<file path="src/ttcb_pkg.sv">
// shared types and constants of the text terminal cell buffer
// request structs, controller states, datapath commands and status
// no dependencies
package ttcb_pkg;

  localparam int CHAR_W       = 8;
  localparam int CELL_INDEX_W = 13;
  localparam int CFG_W        = 7;
  localparam int CFG_IDX_W    = 1;
  localparam int WIDTH_CAP    = 80;

  // configuration register indexes
  localparam logic [CFG_IDX_W-1:0] CFG_LINE_WIDTH  = 1'b0;
  localparam logic [CFG_IDX_W-1:0] CFG_SCREEN_ROWS = 1'b1;

  localparam logic [CFG_W-1:0] LINE_WIDTH_RST  = 7'd80;
  localparam logic [CFG_W-1:0] SCREEN_ROWS_RST = 7'd25;

  // stream bytes with a meaning of their own
  localparam logic [CHAR_W-1:0] CH_NUL      = 8'h00;
  localparam logic [CHAR_W-1:0] CH_BS       = 8'h08;
  localparam logic [CHAR_W-1:0] CH_LF       = 8'h0A;
  localparam logic [CHAR_W-1:0] CH_CR       = 8'h0D;
  localparam logic [CHAR_W-1:0] CH_ESC      = 8'h1B;
  localparam logic [CHAR_W-1:0] CH_LBRACKET = 8'h5B;
  localparam logic [CHAR_W-1:0] CH_TWO      = 8'h32;
  localparam logic [CHAR_W-1:0] CH_H        = 8'h48;
  localparam logic [CHAR_W-1:0] CH_J        = 8'h4A;
  localparam logic [CHAR_W-1:0] CH_K        = 8'h4B;

  typedef struct packed {
    logic                    action;
    logic [CHAR_W-1:0]       data_byte;
    logic                    end_of_write;
    logic [CELL_INDEX_W-1:0] cell_index;
  } in_req_t;

  typedef struct packed {
    logic [CHAR_W-1:0]       cell_char;
    logic [CELL_INDEX_W-1:0] cursor_position;
    logic                    discarding;
  } out_req_t;

  typedef enum logic [1:0] {
    ESC_IDLE,
    ESC_SEEN,
    ESC_BRACKET,
    ESC_TWO
  } esc_phase_t;

  typedef enum logic [3:0] {
    ST_INIT,
    ST_IDLE,
    ST_DECODE,
    ST_DISPATCH,
    ST_DIV_CR,
    ST_DIV_LF,
    ST_DIV_LINE,
    ST_CLEAR,
    ST_SCROLL_CHK,
    ST_SCROLL_RUN,
    ST_RESP
  } ctl_state_t;

  typedef enum logic [3:0] {
    DP_NOP,
    DP_LOAD,
    DP_CLR_STEP,
    DP_SCREEN_SETUP,
    DP_LINE_SETUP,
    DP_SCR_SETUP,
    DP_SCR_STEP,
    DP_DIV_START,
    DP_CR,
    DP_LF,
    DP_BS,
    DP_PUT,
    DP_HOME,
    DP_READ,
    DP_RESP
  } dp_op_t;

  typedef struct packed {
    dp_op_t            op;
    logic [CHAR_W-1:0] chr;
    logic              drop;
  } dp_cmd_t;

  typedef struct packed {
    in_req_t item;
    logic    div_busy;
    logic    sweep_last;
    logic    cur_ge_size;
  } dp_stat_t;

endpackage

</file>
<file path="src/ttcb_ctrl.sv">
// controller: escape decoding, replay of held bytes, sequencing of datapath commands
// uses ttcb_pkg
module ttcb_ctrl (
  input  logic                clk,
  input  logic                rst_n,
  input  logic                in_valid,
  output logic                in_ready,
  output logic                out_valid,
  input  logic                out_ready,
  input  ttcb_pkg::dp_stat_t  stat,
  output ttcb_pkg::dp_cmd_t   cmd
);

  ttcb_pkg::ctl_state_t state_r, state_nxt;
  ttcb_pkg::esc_phase_t phase_r, phase_nxt;
  logic drop_r, drop_nxt;
  logic rep_lb_r, rep_lb_nxt;
  logic rep_two_r, rep_two_nxt;
  logic cur_pend_r, cur_pend_nxt;
  logic eow_pend_r, eow_pend_nxt;
  logic out_valid_r, out_valid_nxt;
  logic mismatch;
  logic start_plain;
  logic [ttcb_pkg::CHAR_W-1:0] plain_chr;
  logic [ttcb_pkg::CHAR_W-1:0] b;

  assign b = stat.item.data_byte;

  always_comb begin
    state_nxt     = state_r;
    phase_nxt     = phase_r;
    drop_nxt      = drop_r;
    rep_lb_nxt    = rep_lb_r;
    rep_two_nxt   = rep_two_r;
    cur_pend_nxt  = cur_pend_r;
    eow_pend_nxt  = eow_pend_r;
    out_valid_nxt = out_valid_r && !out_ready;
    cmd.op        = ttcb_pkg::DP_NOP;
    cmd.chr       = '0;
    cmd.drop      = drop_r;
    in_ready      = 1'b0;
    mismatch      = 1'b0;
    start_plain   = 1'b0;
    plain_chr     = ttcb_pkg::CH_NUL;
    case (state_r)
      ttcb_pkg::ST_INIT: begin
        cmd.op = ttcb_pkg::DP_CLR_STEP;
        if (stat.sweep_last) begin
          state_nxt = ttcb_pkg::ST_IDLE;
        end
      end
      ttcb_pkg::ST_IDLE: begin
        in_ready = 1'b1;
        if (in_valid) begin
          cmd.op    = ttcb_pkg::DP_LOAD;
          state_nxt = ttcb_pkg::ST_DECODE;
        end
      end
      ttcb_pkg::ST_DECODE: begin
        if (stat.item.action) begin
          cmd.op    = ttcb_pkg::DP_READ;
          state_nxt = ttcb_pkg::ST_RESP;
        end else if (drop_r) begin
          if (stat.item.end_of_write) begin
            drop_nxt  = 1'b0;
            phase_nxt = ttcb_pkg::ESC_IDLE;
          end
          state_nxt = ttcb_pkg::ST_RESP;
        end else begin
          eow_pend_nxt = stat.item.end_of_write;
          state_nxt    = ttcb_pkg::ST_DISPATCH;
          case (phase_r)
            ttcb_pkg::ESC_SEEN: begin
              if (b == ttcb_pkg::CH_LBRACKET) begin
                phase_nxt = ttcb_pkg::ESC_BRACKET;
              end else begin
                mismatch = 1'b1;
              end
            end
            ttcb_pkg::ESC_BRACKET: begin
              if (b == ttcb_pkg::CH_H) begin
                cmd.op    = ttcb_pkg::DP_HOME;
                phase_nxt = ttcb_pkg::ESC_IDLE;
              end else if (b == ttcb_pkg::CH_TWO) begin
                phase_nxt = ttcb_pkg::ESC_TWO;
              end else begin
                mismatch = 1'b1;
              end
            end
            ttcb_pkg::ESC_TWO: begin
              if (b == ttcb_pkg::CH_K) begin
                cmd.op    = ttcb_pkg::DP_DIV_START;
                phase_nxt = ttcb_pkg::ESC_IDLE;
                state_nxt = ttcb_pkg::ST_DIV_LINE;
              end else if (b == ttcb_pkg::CH_J) begin
                cmd.op    = ttcb_pkg::DP_SCREEN_SETUP;
                phase_nxt = ttcb_pkg::ESC_IDLE;
                state_nxt = ttcb_pkg::ST_CLEAR;
              end else begin
                mismatch = 1'b1;
              end
            end
            default: mismatch = 1'b1;
          endcase
          if (mismatch) begin
            // no match: held '[' and '2' replay as text (not ESC), then this byte
            rep_lb_nxt   = phase_r inside {ttcb_pkg::ESC_BRACKET, ttcb_pkg::ESC_TWO};
            rep_two_nxt  = (phase_r == ttcb_pkg::ESC_TWO);
            cur_pend_nxt = 1'b1;
            phase_nxt    = ttcb_pkg::ESC_IDLE;
          end
        end
      end
      ttcb_pkg::ST_DISPATCH: begin
        if (rep_lb_r) begin
          rep_lb_nxt  = 1'b0;
          start_plain = 1'b1;
          plain_chr   = ttcb_pkg::CH_LBRACKET;
        end else if (rep_two_r) begin
          rep_two_nxt = 1'b0;
          start_plain = 1'b1;
          plain_chr   = ttcb_pkg::CH_TWO;
        end else if (cur_pend_r) begin
          cur_pend_nxt = 1'b0;
          if (b == ttcb_pkg::CH_ESC) begin
            phase_nxt = ttcb_pkg::ESC_SEEN;
          end else if (b == ttcb_pkg::CH_NUL) begin
            drop_nxt = 1'b1;
          end else begin
            start_plain = 1'b1;
            plain_chr   = b;
          end
        end else if (eow_pend_r) begin
          // an open escape at the end of a write has its '[' and '2' replayed as text
          eow_pend_nxt = 1'b0;
          if (!drop_r) begin
            rep_lb_nxt  = phase_r inside {ttcb_pkg::ESC_BRACKET, ttcb_pkg::ESC_TWO};
            rep_two_nxt = (phase_r == ttcb_pkg::ESC_TWO);
          end
          phase_nxt = ttcb_pkg::ESC_IDLE;
          drop_nxt  = 1'b0;
        end else begin
          state_nxt = ttcb_pkg::ST_RESP;
        end
      end
      ttcb_pkg::ST_DIV_CR: begin
        if (!stat.div_busy) begin
          cmd.op    = ttcb_pkg::DP_CR;
          state_nxt = ttcb_pkg::ST_DISPATCH;
        end
      end
      ttcb_pkg::ST_DIV_LF: begin
        if (!stat.div_busy) begin
          cmd.op    = ttcb_pkg::DP_LF;
          state_nxt = ttcb_pkg::ST_SCROLL_CHK;
        end
      end
      ttcb_pkg::ST_DIV_LINE: begin
        if (!stat.div_busy) begin
          cmd.op    = ttcb_pkg::DP_LINE_SETUP;
          state_nxt = ttcb_pkg::ST_CLEAR;
        end
      end
      ttcb_pkg::ST_CLEAR: begin
        cmd.op = ttcb_pkg::DP_CLR_STEP;
        if (stat.sweep_last) begin
          state_nxt = ttcb_pkg::ST_SCROLL_CHK;
        end
      end
      ttcb_pkg::ST_SCROLL_CHK: begin
        if (stat.cur_ge_size) begin
          cmd.op    = ttcb_pkg::DP_SCR_SETUP;
          state_nxt = ttcb_pkg::ST_SCROLL_RUN;
        end else begin
          state_nxt = ttcb_pkg::ST_DISPATCH;
        end
      end
      ttcb_pkg::ST_SCROLL_RUN: begin
        cmd.op = ttcb_pkg::DP_SCR_STEP;
        if (stat.sweep_last) begin
          state_nxt = ttcb_pkg::ST_DISPATCH;
        end
      end
      ttcb_pkg::ST_RESP: begin
        if (!out_valid_r || out_ready) begin
          cmd.op        = ttcb_pkg::DP_RESP;
          out_valid_nxt = 1'b1;
          state_nxt     = ttcb_pkg::ST_IDLE;
        end
      end
      default: state_nxt = ttcb_pkg::ST_IDLE;
    endcase

    if (start_plain) begin
      case (plain_chr)
        ttcb_pkg::CH_CR: begin
          cmd.op    = ttcb_pkg::DP_DIV_START;
          state_nxt = ttcb_pkg::ST_DIV_CR;
        end
        ttcb_pkg::CH_LF: begin
          cmd.op    = ttcb_pkg::DP_DIV_START;
          state_nxt = ttcb_pkg::ST_DIV_LF;
        end
        ttcb_pkg::CH_BS: begin
          cmd.op    = ttcb_pkg::DP_BS;
          state_nxt = ttcb_pkg::ST_DISPATCH;
        end
        default: begin
          cmd.op    = ttcb_pkg::DP_PUT;
          cmd.chr   = plain_chr;
          state_nxt = ttcb_pkg::ST_SCROLL_CHK;
        end
      endcase
    end
  end

  always_ff @(posedge clk) begin
    if (!rst_n) begin
      state_r     <= ttcb_pkg::ST_INIT;
      phase_r     <= ttcb_pkg::ESC_IDLE;
      drop_r      <= 1'b0;
      rep_lb_r    <= 1'b0;
      rep_two_r   <= 1'b0;
      cur_pend_r  <= 1'b0;
      eow_pend_r  <= 1'b0;
      out_valid_r <= 1'b0;
    end else begin
      state_r     <= state_nxt;
      phase_r     <= phase_nxt;
      drop_r      <= drop_nxt;
      rep_lb_r    <= rep_lb_nxt;
      rep_two_r   <= rep_two_nxt;
      cur_pend_r  <= cur_pend_nxt;
      eow_pend_r  <= eow_pend_nxt;
      out_valid_r <= out_valid_nxt;
    end
  end

  assign out_valid = out_valid_r;

endmodule

</file>
<file path="config.mk">
export PLATFORM = sky130hd
export DESIGN_NAME = ttcb_ctrl
export DESIGN_NICKNAME = d
export VERILOG_FILES = /design/src/ttcb_pkg.sv /design/src/ttcb_ctrl.sv
export SDC_FILE = /design/constraint.sdc
export NUM_CORES = 1
export LEC_CHECK = 0
export BUFFER_PORTS_ARGS = -buffer_cell sky130_fd_sc_hd__buf_4
export CAP_MARGIN = 30
export CORE_MARGIN = 10
export CORE_UTILIZATION = 30
export DETAILED_ROUTE_END_ITERATION = 8
export PLACE_DENSITY = 0.55
export SLEW_MARGIN = 15
export SYNTH_ARGS = -nofsm -noshare
export SYNTH_HDL_FRONTEND = slang
export SYNTH_SLANG_ARGS = --single-unit
</file>
<file path="constraint.sdc">
create_clock -name clk -period 5.45 [get_ports clk]
set_input_delay 0.2725 -clock clk [delete_from_list [all_inputs] [get_ports clk]]
set_output_delay 0.2725 -clock clk [all_outputs]
set_load 0.05 [all_outputs]
</file>
==> summary.md, run 1 <==
| Metric | Value |
|---|---|
| PostCTS Resize Cnt | 0 |
| First-pass GRT wire length | 7950 um |
| Largest net degree at the start of global routing | 23 |
| Worst-Margin Slew | 723 ps |
| Post-synth EDFFs | 0 |
| Ports | 45 |
| Total GRT Usage | 11.4% |
| Worst-path cell chain | nor4bb_1 > buf_4 > nand4_1 > o31a_1 > mux2i_1 > nor2_1 > or4_1 > buf_4 |
| Initial DRC count | 104 |
| Critical Path Start Type | flip-flop |
| Worst hold slack | 347 ps |
| Final Total Pwr | 0.634 mW |
| Die width | 89.8 um |
| Cell leakage power | 0.631 nW |
| Yosys warnings | 0 |
| Initial antenna violation count | 0 |
| DRC Markers | 0 |
| Max Freq | 320 MHz |
| Wire per inst | 15.7 um |
| CTS H-tree depth | 1 |
| Post-DP HPWL | 3590 um |
| CTS tree | built |
| Clk buf depth | 2 |
| Post-DR vias/cell | 5.60 |
| Clock latency at the later pin of the worst-skew pair | 250 ps |
| Hold crit path type | primary input to flip-flop |
| Multi-input logic area | 0.00110 mm^2 |
| Routed Antenna Nets | 0 |
| RSZ-0062 raised after global routing | no |
| Pwr Density | 364 mW/mm^2 |
| Clock skew | 4.28 ps |
| WS Path Type | flip-flop to output pin |
| Vias in the first global route | 1589 |
| Final non-filler cell total | 301 |
| Slowest CP cell | dfxtp_1 |
| Most common cell on crit path | buf_4 |
| Worst rel slew slack | 51.8% |
| Post-synth top cells | 21 x nor2_1, 20 x nand2_1, 16 x a21oi_1, 14 x o21ai_0, 13 x nor3_1 |
| CP max FO | 22 |
| Port Buffer Count | 31 |
| Critical Path AT | 2850 ps |
| Library cells used by synthesis | 56 |
| Syn_area_per_cell | 6.77 um^2 |
| Placed cell count | 297 |
| Setup tns final | 0 ps |
| Mapped Area | 0.00146 mm^2 |
| Place WS | 2620 ps |
| Outcome | completed |
| Synth area leaders | dfxtp_1 16%, a21oi_1 5.5%, nor2_1 5.4%, nand2_1 5.1%, o21ai_0 4.8% |
| Clock transition at path regs | 50 ps |
| Async S/R FF share, synth | 0% |
| Top_reg_cell synth | dfxtp_1 |
| Tcrit/Tclk final | 57.3% |
| Max-slew violation total from the final report | 0 |
| Detailed-route wire length | 4720 um |
| Ant. Diodes | 0 |
| Clock sinks | 12 |
| Area leader, netlist | dfxtp_1 |
| Synth Instances | 216 |
| Worst-case vdd ir drop | 0.000172 V |
| Core area | 0.00472 mm^2 |
| Gp weighted congestion | 0.852 |
| Placed cell area | 0.00169 mm^2 |
| Num CTS Buffers | 3 |
| Final Instance Area | 0.00174 mm^2 |
| Yosys reg bits | 12 |
| Layout cells sized above 1 | 20.9% |
| Initial core utilization | 31.0% |
| Req. time, crit path | 5180 ps |
| Setup Viol. Count Final | 0 |
| Initial DRT Pass Iterations | 4 |
| Final Hold Viols | 0 |
| Share of the synthesized area in the top cell type | 16.4% |
| Die footprint | 0.00807 mm^2 |
| Max-Cap Viols | 0 |
| Buffer count from post-CTS setup fixing | 0 |
| Post-Syn Nets | 246 |
| DR vias | 1686 |
| Final net count | 265 |
| CP Capture Type | output pin |
| Register Area | 240 um^2 |
| Chip height | 89.8 um |
| Cts hold-fix bufs | 0 |
| Layout fillers | 496 |
| Crit-path max cell delay | 780 ps |
| Tmin final | 3120 ps |
| Final core utilization | 36.9% |
| Synthesis-to-layout area growth | 19.1% |
| Grt ovf | 0 |
| Most frequent cell after synthesis | nor2_1 |
| Row Count | 25 |
| Clock Tree Root | clkbuf_8 |
| Sequential share of the synthesized area | 16.4% |
| Worst Slack Setup Final | 2330 ps |
==> where the power goes <==
part           internal (mW)  switching (mW)  leakage, nW  total, mW
sequential             0.106          0.0667       0.0977      0.172
clock                 0.0641          0.0374       0.0288      0.101
combinational          0.140           0.220        0.504      0.360
==> final cells by class <==
| type | instances | share of cell area, % |
|---|---|---|
| inverters | 7 | 1.51 |
| well taps | 67 | 4.81 |
| clock buffers | 4 | 3.16 |
| multi-input cells | 179 | 62.9 |
| flip-flops and latches | 12 | 13.8 |
| repair buffers | 32 | 13.8 |
==> worst max-delay path: cells and delay by family, from the launching register on <==
kind	cells	cell delay [ps]
compound gates	1	150
buf+inv	2	450
flops	1	780
mux	1	170
simple gates	4	1050
==> kinds of logic after synthesis <==
kind of cell           synth area share, %
AO/OA/AOI/OAI                         29.4
buffers and inverters                 8.64
flip-flops                            16.4
multiplexers                          3.51
AND/OR/NAND/NOR                       42.0
==> flip-flops by register name, summed over array words and instances (netlist names) <==
register	count
phase_r	2
rep_lb_r	1
out_valid	1
rep_two_r	1
drop_r	1
state_r	4
eow_pend_r	1
cur_pend_r	1
==> metal layers <==
metal	track usage, %	share of wire [%]
met3	2.91	4.9
met1	14.5	47
met2	18.6	48
met5	0	0
met4	2.96	0.49
==> worst paths after layout <==
kind / from / to / slack [ps] / cells after the start
max: state_r[0] / cmd[11] / 2330 / 8
min: rst_n / cur_pend_r / 350 / 2
max reg2reg: state_r[0] / state_r[1] / 3020 / 6
min reg2reg: eow_pend_r / eow_pend_r / 550 / 2
==> placed cells by master, fill, tap and decap left out, types with 2 or more instances in the layout <==
| cell type | synthesis | layout |
|---|---|---|
| buf_4 | 3 | 32 |
| o211ai_1 | 3 | 3 |
| a31oi_1 | 9 | 9 |
| nor2b_1 | 8 | 8 |
| a21oi_1 | 16 | 16 |
| nand2b_1 | 4 | 4 |
| or2_2 | 3 | 3 |
| o31ai_1 | 2 | 2 |
| or3_1 | 5 | 5 |
| o21ai_0 | 14 | 14 |
| o221ai_1 | 2 | 2 |
| and3_1 | 2 | 2 |
| nor2_1 | 21 | 21 |
| nand3_1 | 7 | 7 |
| inv_1 | 7 | 7 |
| nand2_1 | 20 | 20 |
| clkbuf_8 | 0 | 4 |
| o21a_1 | 2 | 2 |
| dfxtp_1 | 12 | 12 |
| mux2i_1 | 4 | 4 |
| and2_1 | 4 | 4 |
| nor4_1 | 4 | 4 |
| a311o_1 | 2 | 2 |
| a32oi_1 | 2 | 2 |
| nor3_1 | 13 | 13 |
| nand4_1 | 5 | 5 |
No activity file was read; power rests on OpenSTA's default activity.
==> inputs of run 2 (changes only) <==
==> constraint.sdc (replaced) <==
create_clock -name clk -period 3.12 [get_ports clk]
set_input_delay 0.156 -clock clk [delete_from_list [all_inputs] [get_ports clk]]
set_output_delay 0.156 -clock clk [all_outputs]
set_load 0.05 [all_outputs]
==> run 2 against run 1 <==
Count of clock-buffer cells in the layout unchanged. Clock skew up 0.90 ps. Sequential share of layout area down 0.23 points. Wire length up 1.4%. Global-route usage up 0.44 points. Setup slack worse by 1700 ps. Non-clock buffer count up 4. Total power up 80%. Design area up 1.7%. Largest cell class unchanged. Highest routed layer unchanged.
==> summary.md, run 2 (synthesized netlist as in run 1, its figures left out) <==
| Metric | Value |
|---|---|
| WHS Path Cells | 2 |
| Sequential Power Share | 18.8% |
| Chip height | 89.8 um |
| Buffer count from post-CTS setup fixing | 0 |
| Worst rel slew slack | 62.0% |
| Req. time, crit path | 2960 ps |
| Biggest regs | state_r: 4 flops, phase_r: 2 flops |
| Post-DP HPWL | 3680 um |
| Post-DR vias/cell | 5.60 |
| PostCTS Resize Cnt | 0 |
| Pwr Density | 643 mW/mm^2 |
| Clock transition at path regs | 60 ps |
| Ant. Diodes | 0 |
| WHS Endpoint | cur_pend_r |
| Worst-case vdd ir drop | 0.000269 V |
| Reg2reg setup slack | 1060 ps |
| Tmin final | 2510 ps |
| Num CTS Buffers | 3 |
| Layout fillers | 508 |
| Setup Viol. Count Final | 0 |
| Comb pwr share | 65.6% |
| Critical Path Start Type | flip-flop |
| Total GRT Usage | 11.9% |
| DR vias | 1707 |
| CTS tree | built |
| Final Total Pwr | 1.14 mW |
| Placed cell area | 0.00172 mm^2 |
| Register Area | 240 um^2 |
| Cts hold-fix bufs | 0 |
| Cell leakage power | 0.652 nW |
| Hold crit path type | primary input to flip-flop |
| Wire per inst | 15.7 um |
| Multi-input logic area | 0.00110 mm^2 |
| Grt ovf | 0 |
| Clock sinks | 12 |
| Max-Cap Viols | 0 |
| WS Path Type | flip-flop to output pin |
| RSZ-0062 raised after global routing | no |
| Initial antenna violation count | 0 |
| Ports | 45 |
| Max-slew violation total from the final report | 0 |
| Initial DRT Pass Iterations | 4 |
| Initial DRC count | 216 |
| Largest net degree at the start of global routing | 22 |
| Int Power | 0.565 mW |
| Routed Antenna Nets | 0 |
| Max Freq | 399 MHz |
| Clk buf depth | 2 |
| Row Count | 25 |
| CTS H-tree depth | 1 |
| Clock latency at the later pin of the worst-skew pair | 250 ps |
| Port Buffer Count | 31 |
| Clock Tree Root | clkbuf_8 |
| Core area | 0.00472 mm^2 |
| Worst R2R Start | state_r[2] |
| CP Capture Type | output pin |
| Outcome | completed |
| Layout cells sized above 1 | 22.3% |
| Clock power frac | 15.6% |
| CP max FO | 11 |
| Die footprint | 0.00807 mm^2 |
| Final Instance Area | 0.00177 mm^2 |
| First-pass GRT wire length | 8260 um |
| Most frequent cells in the layout | 36 x buf_4, 21 x nor2_1, 20 x nand2_1 |
| Most common cell after layout, fill and taps aside | buf_4 |
| Worst-case reg-to-reg path depth | 6 |
| Gp weighted congestion | 0.850 |
| Final Hold Viols | 0 |
| Hold Crit Start | rst_n |
| Worst-Margin Slew | 570 ps |
| Switching pwr | 0.575 mW |
| Reg with most FFs | state_r |
| DRC Markers | 0 |
| Initial core utilization | 31.0% |
| Synthesis-to-layout area growth | 21.1% |
| Critical Path AT | 2350 ps |
| Max reg flops | 4 |
| Clock skew | 5.18 ps |
| Die width | 89.8 um |
| Setup tns final | 0 ps |
| Switching Share | 50.4% |
| Vias in the first global route | 1630 |
| Worst r2r dst | state_r[2] |
| Final net count | 269 |
| Tcrit/Tclk final | 80.4% |
| Detailed-route wire length | 4790 um |
## run 2: changes by cell type in the layout (fill, tap and decap cells not counted), sizes merged
cell	delta
buf	+4
## run 2: final cells by class
cell class,count,area share (%)
clock buffer,4,3.11
inverter,7,1.48
multi-input combinational,179,61.9
sequential,12,13.6
tap,67,4.73
timing repair buffer,36,15.3
## run 2: worst max-delay path, cell delays in order, from the launching register on
cell     delay (ps)
dfxtp_1         530
nor2b_1         340
nand4_1         130
or3b_4          440
o21ai_0         360
nor3_1           90
buf_4           200
## run 2: per-stage QoR
stage / instances / setup WS (ps) / utilization, % / hold WS (ps)
final: 305 / 612 / 37.5 / 231
after global routing: 305 / 387 / 37.5 / 232
after detailed placement: 301 / 886 / 36.3 / 490
after floorplan: 216 / 453 / - / 308
after CTS: 305 / 603 / 37.5 / 223
after global placement: 301 / 863 / 36.3 / 486
## run 2: routing by layer
layer / global-route usage [%] / share of wire (%) / vias up
li1: - / - / 860
met2: 19.1 / 48 / 55
met5: 0 / 0 / -
met3: 2.91 / 6.1 / 4
met1: 15.4 / 45 / 788
met4: 2.56 / 0.73 / 0
## run 2: worst max-delay path by stage
stage / from / end / slack [ps] / depth (start not counted)
floorplan: state_r[1] / cmd[4] / 450 / 8
global placement: cur_pend_r / cmd[4] / 860 / 6
detailed placement: cur_pend_r / cmd[4] / 890 / 6
CTS: cur_pend_r / cmd[4] / 600 / 6
global route: cur_pend_r / cmd[4] / 390 / 6
finish: cur_pend_r / cmd[4] / 610 / 6
## run 2: power groups by stage
stage / registers (mW) / clock network (mW) / logic (mW)
final: 0.214 / 0.177 / 0.748
after global routing: 0.219 / 0.196 / 0.823
after floorplan: 0.213 / 0 / 0.568
after global placement: 0.218 / 0 / 0.742
after detailed placement: 0.218 / 0 / 0.744
after CTS: 0.215 / 0.184 / 0.747
==> inputs of run 3 (changes only) <==
--- a/config.mk
+++ b/config.mk
@@ -5,12 +5,13 @@
 export SDC_FILE = /design/constraint.sdc
 export NUM_CORES = 1
 export LEC_CHECK = 0
+export ABC_AREA = 1
 export BUFFER_PORTS_ARGS = -buffer_cell sky130_fd_sc_hd__buf_4
 export CAP_MARGIN = 30
 export CORE_MARGIN = 10
 export CORE_UTILIZATION = 30
 export DETAILED_ROUTE_END_ITERATION = 8
-export PLACE_DENSITY = 0.55
+export PLACE_DENSITY = 0.57
 export SLEW_MARGIN = 15
 export SYNTH_ARGS = -nofsm -noshare
 export SYNTH_HDL_FRONTEND = slang
==> constraint.sdc (replaced) <==
create_clock -name clk -period 2.3 [get_ports clk]
set_input_delay 0.115 -clock clk [delete_from_list [all_inputs] [get_ports clk]]
set_output_delay 0.115 -clock clk [all_outputs]
set_load 0.05 [all_outputs]
==> run 3 against run 2 <==
Count of clock-buffer cells in the layout stayed put. First-iteration DRC count is 14% lower. Synthesized area is 1.9% lower. Total power is 56% higher. Design area is 0.28% higher. Die area is 1.5% lower. Largest power group unchanged.
==> summary.md, run 3 <==
| Metric | Value |
|---|---|
| Critical Path Start Type | flip-flop |
| RSZ-0062 raised after global routing | no |
| Library cells used by synthesis | 27 |
| Core area | 0.00469 mm^2 |
| Synthesis-to-layout area growth | 23.8% |
| CTS tree | built |
| Die footprint | 0.00795 mm^2 |
| Layout fillers | 545 |
| Share of the synthesized area in the top cell type | 17.8% |
| Buf/Inv on CP | 2 |
| Final net count | 327 |
| First-pass GRT wire length | 7510 um |
| Worst-case vdd ir drop | 0.000398 V |
| DRC Markers | 0 |
| Detailed-route wire length | 4570 um |
| Clock transition at path regs | 50 ps |
| Pwr Density | 1000 mW/mm^2 |
| Tmin final | 2100 ps |
| Hold crit path type | primary input to flip-flop |
| Max-slew violation total from the final report | 0 |
| Largest net degree at the start of global routing | 13 |
| Post-synth top cells | 68 x nand2_1, 43 x inv_1, 35 x nor2_1, 25 x nand3_1, 14 x a21oi_1 |
| Outcome | completed |
| CP Capture Type | output pin |
| Ports | 45 |
| Clock sinks | 12 |
| Critical Path AT | 1990 ps |
| Initial antenna violation count | 0 |
| Post-Syn Nets | 294 |
| Slowest CP cell | dfxtp_1 |
| Most frequent cell after synthesis | nand2_1 |
| DR vias | 1751 |
| Num CTS Buffers | 3 |
| Cell family with most CP delay | simple AND/OR/NAND/NOR gates |
| Layout cells sized above 1 | 22.0% |
| Final Hold Viols | 0 |
| Post-DR vias/cell | 5.00 |
| Yosys warnings | 0 |
| Crit-path max cell delay | 510 ps |
| Row Count | 25 |
| Tcrit/Tclk final | 91.3% |
| Top_reg_cell synth | dfxtp_1 |
| Max Freq | 476 MHz |
| Total GRT Usage | 11.9% |
| Yosys reg bits | 12 |
| Mapped Area | 0.00144 mm^2 |
| Placed cell count | 345 |
| Most frequent cells in the layout | 67 x nand2_1, 43 x inv_1, 35 x nor2_1 |
| Worst Slack Setup Final | 199 ps |
| Clock skew | 1.42 ps |
| Max reg flops | 4 |
| Sequential share of the synthesized area | 16.7% |
| Worst hold slack | 164 ps |
| Biggest regs | state_r: 4 flops, phase_r: 2 flops |
| Vias in the first global route | 1651 |
| Most common cell after layout, fill and taps aside | nand2_1 |
| Setup Viol. Count Final | 0 |
| Synth area leaders | nand2_1 18%, dfxtp_1 17%, inv_1 11%, nor2_1 9.2%, nand3_1 8.7% |
| Gp weighted congestion | 0.931 |
| Syn_area_per_cell | 5.44 um^2 |
| WS Path Type | flip-flop to output pin |
| Worst-path cell chain | inv_1 > nor2_4 > nand3_2 > a21boi_2 > nand3_1 > nand2_1 > a21oi_1 > buf_4 |
| Post-DP HPWL | 3780 um |
| Ant. Diodes | 0 |
| Worst-Margin Slew | 324 ps |
| Initial DRT Pass Iterations | 4 |
| Grt ovf | 0 |
| Cell leakage power | 0.939 nW |
| CP max FO | 9 |
| Clock latency at the later pin of the worst-skew pair | 250 ps |
| Reg with most FFs | state_r |
| Req. time, crit path | 2180 ps |
| Routed Antenna Nets | 0 |
| Initial core utilization | 30.6% |
| Synth Instances | 264 |
| Clk buf depth | 2 |
| Area leader, netlist | nand2_1 |
| Clock Tree Root | clkbuf_8 |
| Initial DRC count | 185 |
| CTS H-tree depth | 1 |
| Final non-filler cell total | 350 |
| Wire per inst | 13.1 um |
| Worst rel slew slack | 78.4% |
| Setup tns final | 0 ps |
| Place WS | 302 ps |
| Max-Cap Viols | 0 |
| Post-synth EDFFs | 0 |
| Chip height | 89.2 um |
| Async S/R FF share, synth | 0% |
| Die width | 89.2 um |
| Port Buffer Count | 31 |
## run 3: changes by cell type in the layout (fill, tap and decap cells not counted), sizes merged, moves of 8 or more
cell / change
nor2b: -8
a31oi: -9
nand2: +56
nor3: -8
inv: +39
nor2: +20
nand3: +21
## run 3: repair_timing
action                                 CTS  global route
buffers inserted                         0             1
hold buffers                             0             0
endpoints found under the hold margin    0             0
gates resized for setup                  0             7
setup endpoints to repair                0             7
## run 3: path summary, 6_finish.rpt
kind                   start    endpoint  slack, ps  cells after the start
setup / recovery  cur_pend_r     cmd[12]        200                      8
hold / removal      stat[16]  eow_pend_r        160                      3
setup reg to reg  state_r[2]  state_r[3]        500                     10
hold reg to reg    rep_two_r   rep_two_r        460                      2
## run 3: final cells by class
type                            count  area (um^2)  share of cell area (%)
Tap cell                           54         67.6                    3.80
Timing Repair Buffer               32          240                    13.5
Clock buffer                        4         55.1                    3.10
Sequential cell                    12          244                    13.7
Multi-Input combinational cell    202          995                    56.0
Inverter                           46          175                    9.86
## run 3: through the flow
| stage | power (mW) | instance area, um^2 | util, % |
|---|---|---|---|
| after floorplan | 1.26 | 1440 | - |
| after global placement | 1.53 | 1700 | 36.2 |
| after detailed placement | 1.53 | 1700 | 36.2 |
| after CTS | 1.77 | 1760 | 37.4 |
| after global routing | 1.95 | 1780 | 37.9 |
| final | 1.78 | 1780 | 37.9 |
## run 3: worst min-delay path: cells and delay by family
family / cells / cell delay [ps]
buffers and inverters: 1 / 120
and+or+nand+nor: 1 / 70
AOI/OAI and AO/OA: 1 / 50
## run 3: routing by layer
metal / vias up / GRT usage (%) / routed length, um
met3: 5 / 2.64 / 310
met1: 786 / 15.3 / 2140
met5: - / 0 / 0
met4: 0 / 4.34 / 63
met2: 40 / 19.0 / 2060
li1: 920 / - / -
## run 3: logic make-up after synthesis
| family | synth area share (%) |
|---|---|
| buffers and inverters | 14.5 |
| flip-flops | 16.7 |
| AND/OR/NAND/NOR | 54.2 |
| AO/OA/AOI/OAI | 14.6 |
## run 3: where the power goes
group | switching (mW) | internal, mW
combinational | 0.810 | 0.371
clock | 0.0803 | 0.151
sequential | 0.0909 | 0.275
